## config.mk

```make
export PLATFORM = sky130hd
export DESIGN_NAME = fuzzy_match_scorer_top
export DESIGN_NICKNAME = d
export VERILOG_FILES = /design/src/rtl/fms_pkg.sv /design/src/rtl/fuzzy_match_scorer_top.sv /design/src/rtl/fms_ram.sv
export SDC_FILE = /design/constraint.sdc
export NUM_CORES = 2
export LEC_CHECK = 0
export BUFFER_PORTS_ARGS = -buffer_cell sky130_fd_sc_hd__buf_2
export CAP_MARGIN = 20
export CORE_MARGIN = 4
export CORE_UTILIZATION = 59
export CTS_CLUSTER_DIAMETER = 50
export DETAILED_ROUTE_END_ITERATION = 7
export PLACE_DENSITY_LB_ADDON = 0.05
export SLEW_MARGIN = 30
export SYNTH_ARGS = -nofsm -noshare
export SYNTH_HDL_FRONTEND = slang
export SYNTH_SLANG_ARGS = --single-unit
```

## constraint.sdc

```tcl
create_clock -name clk -period 14 [get_ports clk]
set_clock_uncertainty 0.05 [all_clocks]
set_input_delay 2.1 -clock clk [delete_from_list [all_inputs] [get_ports clk]]
set_output_delay 2.1 -clock clk [all_outputs]
set_load 0.01 [all_outputs]
```

## src/rtl/fms_pkg.sv

```systemverilog
// Shared constants, types and character helpers for the fuzzy match scorer.
// No dependencies; used by the top level, the checker and the testbench.
package fms_pkg;

  localparam int MAX_LINE  = 256;
  localparam int MAX_QUERY = 16;
  localparam int ADDR_W    = $clog2(MAX_LINE);
  localparam int CNT_W     = $clog2(MAX_LINE + 1);
  localparam int QLEN_W    = 5;
  localparam int QIDX_W    = $clog2(MAX_QUERY);
  localparam int SCORE_W   = 16;
  localparam int POS_W     = 8;
  localparam int CFG_IDX_W = 2;
  localparam int CFG_DW    = 64;

  localparam logic [CFG_IDX_W-1:0] REG_QUERY_LENGTH = 2'd0;
  localparam logic [CFG_IDX_W-1:0] REG_QUERY_LOW    = 2'd1;
  localparam logic [CFG_IDX_W-1:0] REG_QUERY_HIGH   = 2'd2;

  localparam logic [SCORE_W-1:0] SCORE_MAX = '1;

  typedef enum logic [1:0] {
    RUN_NONE     = 2'd0,
    RUN_ADJACENT = 2'd1,
    RUN_BOUNDARY = 2'd2
  } run_t;

  typedef enum logic [5:0] {
    ST_IDLE  = 6'b000001,
    ST_OREAD = 6'b000010,
    ST_OCHK  = 6'b000100,
    ST_IREAD = 6'b001000,
    ST_ICHK  = 6'b010000,
    ST_DONE  = 6'b100000
  } state_t;

  function automatic logic [7:0] fold(input logic [7:0] c);
    if (c >= 8'h41 && c <= 8'h5A) begin
      return c + 8'd32;
    end
    return c;
  endfunction

  function automatic logic is_alnum(input logic [7:0] c);
    return (c >= 8'h30 && c <= 8'h39) || (c >= 8'h61 && c <= 8'h7A) ||
           (c >= 8'h41 && c <= 8'h5A);
  endfunction

endpackage

```

## src/rtl/fuzzy_match_scorer_top.sv

```systemverilog
// Fuzzy match scorer top level: line buffer, scan sequencer and result register.
// Depends on fms_pkg and fms_ram.
//
// Line bytes are taken one per cycle while in the idle state and written to a
// 256-byte line RAM; bytes past 256 are dropped. The transfer that carries
// end_of_line starts the scan, during which no input is taken. The sequencer
// reads the line RAM through a read state and a check state for each byte
// (registered read): it walks the line for the first query character and, from
// each start found, scans forward for the rest of the query; a start whose
// search runs off the end of the line ends the scan. An empty query goes from
// the end_of_line transfer straight to the done state, which posts the result.
// The result waits in an output register while the next line loads.
module fuzzy_match_scorer_top (
  input  logic                           clk,
  input  logic                           rst_n,
  input  logic                           cfg_we,
  input  logic [fms_pkg::CFG_IDX_W-1:0]  cfg_index,
  input  logic [fms_pkg::CFG_DW-1:0]     cfg_wdata,
  input  logic                           in_valid,
  output logic                           in_ready,
  input  logic [7:0]                     in_line_char,
  input  logic                           in_end_of_line,
  input  logic                           in_no_char,
  output logic                           out_valid,
  input  logic                           out_ready,
  output logic                           out_matched,
  output logic [fms_pkg::SCORE_W-1:0]    out_points,
  output logic [fms_pkg::POS_W-1:0]      out_first_pos,
  output logic [fms_pkg::POS_W-1:0]      out_last_pos
);

  localparam int CW = fms_pkg::CNT_W;
  localparam int AW = fms_pkg::ADDR_W;
  localparam int SW = fms_pkg::SCORE_W;
  localparam int PW = fms_pkg::POS_W;
  localparam int QW = fms_pkg::QIDX_W;
  localparam int LW = fms_pkg::QLEN_W;

  fms_pkg::state_t state_r, state_nxt;
  fms_pkg::run_t   run_r, run_nxt;

  logic [LW-1:0]  qlen_r, qlen_nxt;
  logic [63:0]    qlow_r, qlow_nxt;
  logic [63:0]    qhigh_r, qhigh_nxt;
  logic [CW-1:0]  count_r, count_nxt;
  logic [CW-1:0]  i_r, i_nxt;
  logic [CW-1:0]  j_r, j_nxt;
  logic [CW-1:0]  prev_r, prev_nxt;
  logic [QW-1:0]  k_r, k_nxt;
  logic [SW-1:0]  score_r, score_nxt;
  logic [7:0]     last_byte_r, last_byte_nxt;
  logic           found_r, found_nxt;
  logic [SW-1:0]  best_r, best_nxt;
  logic [CW-1:0]  first_r, first_nxt;
  logic [CW-1:0]  last_r, last_nxt;
  logic           out_valid_r, out_valid_nxt;
  logic           out_matched_r, out_matched_nxt;
  logic [SW-1:0]  out_points_r, out_points_nxt;
  logic [PW-1:0]  out_first_r, out_first_nxt;
  logic [PW-1:0]  out_last_r, out_last_nxt;

  logic           in_xfer;
  logic           ram_we;
  logic [AW-1:0]  ram_raddr;
  logic [7:0]     ram_rdata;
  logic [LW-1:0]  qlen_eff;
  logic [127:0]   q_all;
  logic [7:0]     head_char;
  logic [7:0]     k_char;
  logic [7:0]     rd_fold;
  logic [CW-1:0]  gap_len;
  logic [SW:0]    score_sum;
  logic [SW-1:0]  score_hit;
  logic           k_last;

  assign in_ready = (state_r == fms_pkg::ST_IDLE);
  assign in_xfer  = in_valid && in_ready;
  assign ram_we   = in_xfer && !in_no_char && (count_r < CW'(fms_pkg::MAX_LINE));

  assign ram_raddr = (state_r == fms_pkg::ST_OREAD) ? i_r[AW-1:0] : j_r[AW-1:0];

  fms_ram #(
    .WIDTH (8),
    .DEPTH (fms_pkg::MAX_LINE)
  ) u_line_ram (
    .clk   (clk),
    .we    (ram_we),
    .waddr (count_r[AW-1:0]),
    .wdata (in_line_char),
    .raddr (ram_raddr),
    .rdata (ram_rdata)
  );

  assign qlen_eff  = (qlen_r > LW'(fms_pkg::MAX_QUERY)) ? LW'(fms_pkg::MAX_QUERY) : qlen_r;
  assign q_all     = {qhigh_r, qlow_r};
  assign head_char = fms_pkg::fold(qlow_r[7:0]);
  assign k_char    = fms_pkg::fold(q_all[{k_r, 3'b000} +: 8]);
  assign rd_fold   = fms_pkg::fold(ram_rdata);
  assign k_last    = (LW'(k_r) + LW'(1)) == qlen_eff;
  assign gap_len   = j_r - prev_r;

  always_comb begin
    score_sum = (SW + 1)'(score_r) + (SW + 1)'(gap_len);
    if (j_r == prev_r + CW'(1)) begin
      score_sum = (SW + 1)'(score_r) + (SW + 1)'(run_r != fms_pkg::RUN_ADJACENT);
    end else if (!fms_pkg::is_alnum(last_byte_r)) begin
      score_sum = (SW + 1)'(score_r) + (SW + 1)'(run_r != fms_pkg::RUN_BOUNDARY);
    end
    score_hit = score_sum[SW] ? fms_pkg::SCORE_MAX : score_sum[SW-1:0];
  end

  always_comb begin
    state_nxt       = state_r;
    run_nxt         = run_r;
    qlen_nxt        = qlen_r;
    qlow_nxt        = qlow_r;
    qhigh_nxt       = qhigh_r;
    count_nxt       = count_r;
    i_nxt           = i_r;
    j_nxt           = j_r;
    prev_nxt        = prev_r;
    k_nxt           = k_r;
    score_nxt       = score_r;
    last_byte_nxt   = last_byte_r;
    found_nxt       = found_r;
    best_nxt        = best_r;
    first_nxt       = first_r;
    last_nxt        = last_r;
    out_valid_nxt   = out_valid_r && !out_ready;
    out_matched_nxt = out_matched_r;
    out_points_nxt  = out_points_r;
    out_first_nxt   = out_first_r;
    out_last_nxt    = out_last_r;

    if (cfg_we) begin
      case (cfg_index)
        fms_pkg::REG_QUERY_LENGTH: qlen_nxt  = cfg_wdata[LW-1:0];
        fms_pkg::REG_QUERY_LOW:    qlow_nxt  = cfg_wdata;
        fms_pkg::REG_QUERY_HIGH:   qhigh_nxt = cfg_wdata;
        default: ;
      endcase
    end

    case (state_r)
      fms_pkg::ST_IDLE: begin
        if (in_xfer) begin
          if (ram_we) begin
            count_nxt = count_r + CW'(1);
          end
          if (in_end_of_line) begin
            i_nxt     = '0;
            first_nxt = '0;
            last_nxt  = '0;
            if (qlen_eff == '0) begin
              found_nxt = 1'b1;
              best_nxt  = fms_pkg::SCORE_MAX;
              state_nxt = fms_pkg::ST_DONE;
            end else begin
              found_nxt = 1'b0;
              best_nxt  = '0;
              state_nxt = fms_pkg::ST_OREAD;
            end
          end
        end
      end
      fms_pkg::ST_OREAD: begin
        state_nxt = (i_r < count_r) ? fms_pkg::ST_OCHK : fms_pkg::ST_DONE;
      end
      fms_pkg::ST_OCHK: begin
        if (rd_fold == head_char) begin
          if (qlen_eff == LW'(1)) begin
            found_nxt = 1'b1;
            best_nxt  = SW'(1);
            first_nxt = i_r;
            last_nxt  = i_r;
            state_nxt = fms_pkg::ST_DONE;
          end else begin
            prev_nxt      = i_r;
            j_nxt         = i_r + CW'(1);
            k_nxt         = QW'(1);
            score_nxt     = SW'(1);
            run_nxt       = fms_pkg::RUN_NONE;
            last_byte_nxt = ram_rdata;
            state_nxt     = fms_pkg::ST_IREAD;
          end
        end else begin
          i_nxt     = i_r + CW'(1);
          state_nxt = fms_pkg::ST_OREAD;
        end
      end
      fms_pkg::ST_IREAD: begin
        // a failed search from this start fails from every later start
        state_nxt = (j_r < count_r) ? fms_pkg::ST_ICHK : fms_pkg::ST_DONE;
      end
      fms_pkg::ST_ICHK: begin
        last_byte_nxt = ram_rdata;
        j_nxt         = j_r + CW'(1);
        state_nxt     = fms_pkg::ST_IREAD;
        if (rd_fold == k_char) begin
          if (j_r == prev_r + CW'(1)) begin
            run_nxt = fms_pkg::RUN_ADJACENT;
          end else if (!fms_pkg::is_alnum(last_byte_r)) begin
            run_nxt = fms_pkg::RUN_BOUNDARY;
          end else begin
            run_nxt = fms_pkg::RUN_NONE;
          end
          score_nxt = score_hit;
          prev_nxt  = j_r;
          k_nxt     = k_r + QW'(1);
          if (k_last) begin
            if (!found_r || score_hit < best_r) begin
              best_nxt  = score_hit;
              first_nxt = i_r;
              last_nxt  = j_r;
            end
            found_nxt = 1'b1;
            i_nxt     = i_r + CW'(1);
            state_nxt = fms_pkg::ST_OREAD;
          end
        end
      end
      fms_pkg::ST_DONE: begin
        if (!out_valid_r || out_ready) begin
          out_valid_nxt   = 1'b1;
          out_matched_nxt = found_r;
          out_points_nxt  = found_r ? best_r : '0;
          out_first_nxt   = found_r ? first_r[PW-1:0] : '0;
          out_last_nxt    = found_r ? last_r[PW-1:0] : '0;
          count_nxt       = '0;
          state_nxt       = fms_pkg::ST_IDLE;
        end
      end
      default: begin
        state_nxt = fms_pkg::ST_IDLE;
      end
    endcase
  end

  always_ff @(posedge clk) begin
    if (!rst_n) begin
      state_r     <= fms_pkg::ST_IDLE;
      qlen_r      <= '0;
      qlow_r      <= '0;
      qhigh_r     <= '0;
      count_r     <= '0;
      out_valid_r <= 1'b0;
    end else begin
      state_r     <= state_nxt;
      qlen_r      <= qlen_nxt;
      qlow_r      <= qlow_nxt;
      qhigh_r     <= qhigh_nxt;
      count_r     <= count_nxt;
      out_valid_r <= out_valid_nxt;
    end
  end

  always_ff @(posedge clk) begin
    run_r         <= run_nxt;
    i_r           <= i_nxt;
    j_r           <= j_nxt;
    prev_r        <= prev_nxt;
    k_r           <= k_nxt;
    score_r       <= score_nxt;
    last_byte_r   <= last_byte_nxt;
    found_r       <= found_nxt;
    best_r        <= best_nxt;
    first_r       <= first_nxt;
    last_r        <= last_nxt;
    out_matched_r <= out_matched_nxt;
    out_points_r  <= out_points_nxt;
    out_first_r   <= out_first_nxt;
    out_last_r    <= out_last_nxt;
  end

  assign out_valid     = out_valid_r;
  assign out_matched   = out_matched_r;
  assign out_points    = out_points_r;
  assign out_first_pos = out_first_r;
  assign out_last_pos  = out_last_r;

endmodule

```

## src/rtl/fms_ram.sv

```systemverilog
// Generic simple dual-port RAM: one write port, one read port, registered read.
// No dependencies.
module fms_ram #(
  parameter int WIDTH = 8,
  parameter int DEPTH = 256
) (
  input  logic                     clk,
  input  logic                     we,
  input  logic [$clog2(DEPTH)-1:0] waddr,
  input  logic [WIDTH-1:0]         wdata,
  input  logic [$clog2(DEPTH)-1:0] raddr,
  output logic [WIDTH-1:0]         rdata
);

  logic [WIDTH-1:0] mem [DEPTH];

  always_ff @(posedge clk) begin
    if (we) begin
      mem[waddr] <= wdata;
    end
    rdata <= mem[raddr];
  end

endmodule

```

==> flow_summary.ini <==
[clock_tree]
cts_resized = 0
post_cts_buffers = 0
clk_latency_ps = 860
cts_tree = built
cts_root_buffer = clkbuf_16
clk_pin_slew_ps = 60
cts_made_buffers = 234
h-tree-depth = 4
hold_buffers = 0
cts_num_sinks = 2328
clockBufferDepth = 3

[synth]
yosys_warnings = 0
synth_edf_count = 2171
synth_ff_type = edfxtp_1
synth_compound_area_frac = 0.0788
synth_cells = 6949
synthesis.nets = 7091
async_flop_share = 0
synth-xor-area-share = 0.00605
synth-seq-cells = 2328
ys_seq_area_frac = 0.715
muxShareOfSynthArea = 0.0635
synth_top_family_by_area = simple AND/OR/NAND/NOR gates
syn-cell-area_um2 = 95600
synth_area_leaders = edfxtp_1 68%, nand2_1 5.6%, mux2i_1 4.5%
yosys.area.top_type = edfxtp_1
synthSimpleGateAreaFrac = 0.102
yosys.area_share.adder = 0.00814
synth_top_area_frac = 0.682
ys_types = 93
post_synth.cell_area_avg_um2 = 13.8

[detailed_routing]
drt_iter0_markers = 8435
via_count = 60300
post_drt_wl_per_cell_um = 29.5
drt-pass1-iter-count = 5
viasPerCell = 6.45
drc = 0
wirelength_mm = 276
antenna_left = 0

[setup_path]
worstSetupPathType = reg -> reg
crit_family = compound AO/OA/AOI/OAI gates
cpMaxStageDelayCell = edfxtp_1
cp_max_fo = 32
worst_ep_arrival_time_ps = 7280
endpoint = first_r[0]
critPathLaunchType = register
critPathMostFrequentCell = a21o_1
path_buf_inv = 4
cp-end-kind = register
rrSetupSlack_ps = 7170
path_depth = 31
max_stage_delay_ps = 570
reg2reg_to = first_r[0]
r2r-start = j_r[0]
crit_required_ps = 14450
r2r_cells = 31
critPathLaunch = j_r[0]

[sta]
fin_crit_ps = 6830
timing.hold.ws_ps = 413
tightestPinTransition_ps = 1160
setup_viol = 0
finalSetupTns_ps = 0
clock.fmax_mhz = 146
slew_viol_final = 0
max_slew_margin = 0.217
min_period_over_period = 0.488
rsz0062_at_grt = false
hold_viol_final = 0

[power_and_ir_drop]
vdd_drop_max_mv = 0.143
leakagePower_nw = 35.6
power_mw = 14.0
powerDensity_nw_per_um2 = 133

[final_layout]
area_growth_syn_to_layout_pct = 10.4
nets = 7132
utilization = 0.657
drive_gt1_frac = 0.101
instances_no_fill = 9355

[place]
hpwlAfterDp_mm = 161
io_buffers = 115
dp.cells = 8914
place_congestion = 0.863

[floorplan]
die_y_um = 411
die_w_um = 411
core_area_um2 = 161000
rows = 147
start_util = 0.595
io_pins = 116
die-area_um2 = 169000

[global_routing]
grt.total_usage = 0.323
grt_max_degree = 142
first_global_vias = 57600
grt_overflow_total = 0
antenna_found_initial = 16
grt_pass1_wl_mm = 398

[job]
maxCapViolCount = 0

[min_path]
timing.hold.worst.class = reg -> reg

[run_status]
status = completed
-- metrics by stage --
step           setup WS (ps)  area [um^2]
3_5_place_dp            7190        98100
5_1_grt                 6620       106000
6_report                7170       106000
3_3_place_gp            7250        98000
4_1_cts                 7190       105000
2_1_floorplan           6960        95600
-- area by class of cell --
type,count,area (um^2)
fillers,11600,55200
clock buffers,285,6210
flip-flops and latches,2328,68300
multi-input cells,4116,25000
inverters,63,236
clock inverters,148,1200
diodes,8,20.0
repair buffers,247,1830
well taps,2160,2700
-- cell families (layout without fill, tap and decap cells) --
family / Yosys count / after routing
flip-flops: 2328 / 2328
AND/OR/NAND/NOR: 2302 / 2302
buffers and inverters: 505 / 743
XOR/XNOR: 66 / 66
other: 0 / 8
AO/OA/AOI/OAI: 1176 / 1176
adder cells (fa/ha/maj): 61 / 61
multiplexers: 511 / 511
-- placed cells by master (no fill, tap or decap), types with 62 or more instances in the layout --
master | synthesis | final
edfxtp_1 | 2171 | 2171
nand2_1 | 1436 | 1429
a21oi_1 | 464 | 462
mux2i_1 | 429 | 425
nor2_1 | 371 | 364
clkbuf_16 | 0 | 240
o22ai_1 | 170 | 170
dfxtp_1 | 157 | 157
a21boi_0 | 134 | 134
buf_4 | 20 | 115
buf_2 | 137 | 106
nor3_1 | 105 | 103
nand3_1 | 102 | 97
nor4_1 | 97 | 97
mux4_2 | 70 | 70
o21ai_0 | 65 | 64
inv_1 | 63 | 63
clkinv_1 | 0 | 62
-- power by group --
group | internal, mW | leakage, nW | switching [mW] | total (mW)
registers | 7.62 | 20.9 | 0.0197 | 7.64
clock network | 3.44 | 3.63 | 2.66 | 6.10
logic | 0.0663 | 11.1 | 0.219 | 0.285
total | 11.1 | 35.6 | 2.90 | 14.0
-- registers in the layout (all words and copies together), names as in the netlist, 2 cells and up --
| register | count |
|---|---|
| best_r | 16 |
| count_r | 9 |
| first_r | 8 |
| i_r | 9 |
| j_r | 9 |
| k_r | 4 |
| last_byte_r | 8 |
| last_r | 8 |
| out_first_pos | 8 |
| out_last_pos | 8 |
| out_points | 16 |
| prev_r | 9 |
| qhigh_r | 64 |
| qlen_r | 5 |
| qlow_r | 64 |
| run_r | 2 |
| score_r | 16 |
| state_r | 6 |
| u_line_ram.mem | 2048 |
| u_line_ram.rdata | 8 |
-- layer usage --
metal / part of all wire / routed length, um / global-route usage
met5: 0.00020 / 56 / 0
met4: 0.040 / 11200 / 0.123
met3: 0.11 / 29500 / 0.0658
met2: 0.46 / 127000 / 0.499
met1: 0.39 / 108000 / 0.459
-- worst min-delay path, delay by kind of cell, from the launching register on --
kind,cells,cell delay [ps]
flip-flops,1,310
AO/OA/AOI/OAI,1,60
AND/OR/NAND/NOR,1,40
-- worst min path at each step --
stage	end	startpoint	cells past startpoint
after global routing	qlow_r[27]	qlow_r[27]	2
after global placement	qhigh_r[18]	qhigh_r[18]	2
after floorplan	last_byte_r[2]	u_line_ram.rdata[2]	0
final	qhigh_r[17]	qhigh_r[17]	2
after CTS	qhigh_r[18]	qhigh_r[18]	2
after detailed placement	qhigh_r[18]	qhigh_r[18]	2
-- synthesized netlist by cell type (all sizes together), types with 7 or more instances --
cell type / n
mux4: 74
o221a: 8
xor2: 25
o21ai: 72
nor2b: 21
a31oi: 60
mux2i: 429
nand2: 1437
or3: 11
xnor2: 41
o41ai: 10
or4: 15
a2111oi: 59
a21oi: 464
a21o: 23
o31ai: 7
buf: 247
o221ai: 37
and2: 42
nor4: 97
nand3b: 8
clkbuf: 195
nor2: 371
nand2b: 9
dfxtp: 157
nand3: 103
nor3b: 10
edfxtp: 2171
a21boi: 135
ha: 59
and3: 44
o311ai: 16
nor3: 105
a211oi: 38
o22ai: 170
nand4: 8
inv: 63
mux2: 8
No activity file was read; power rests on OpenSTA's default activity.
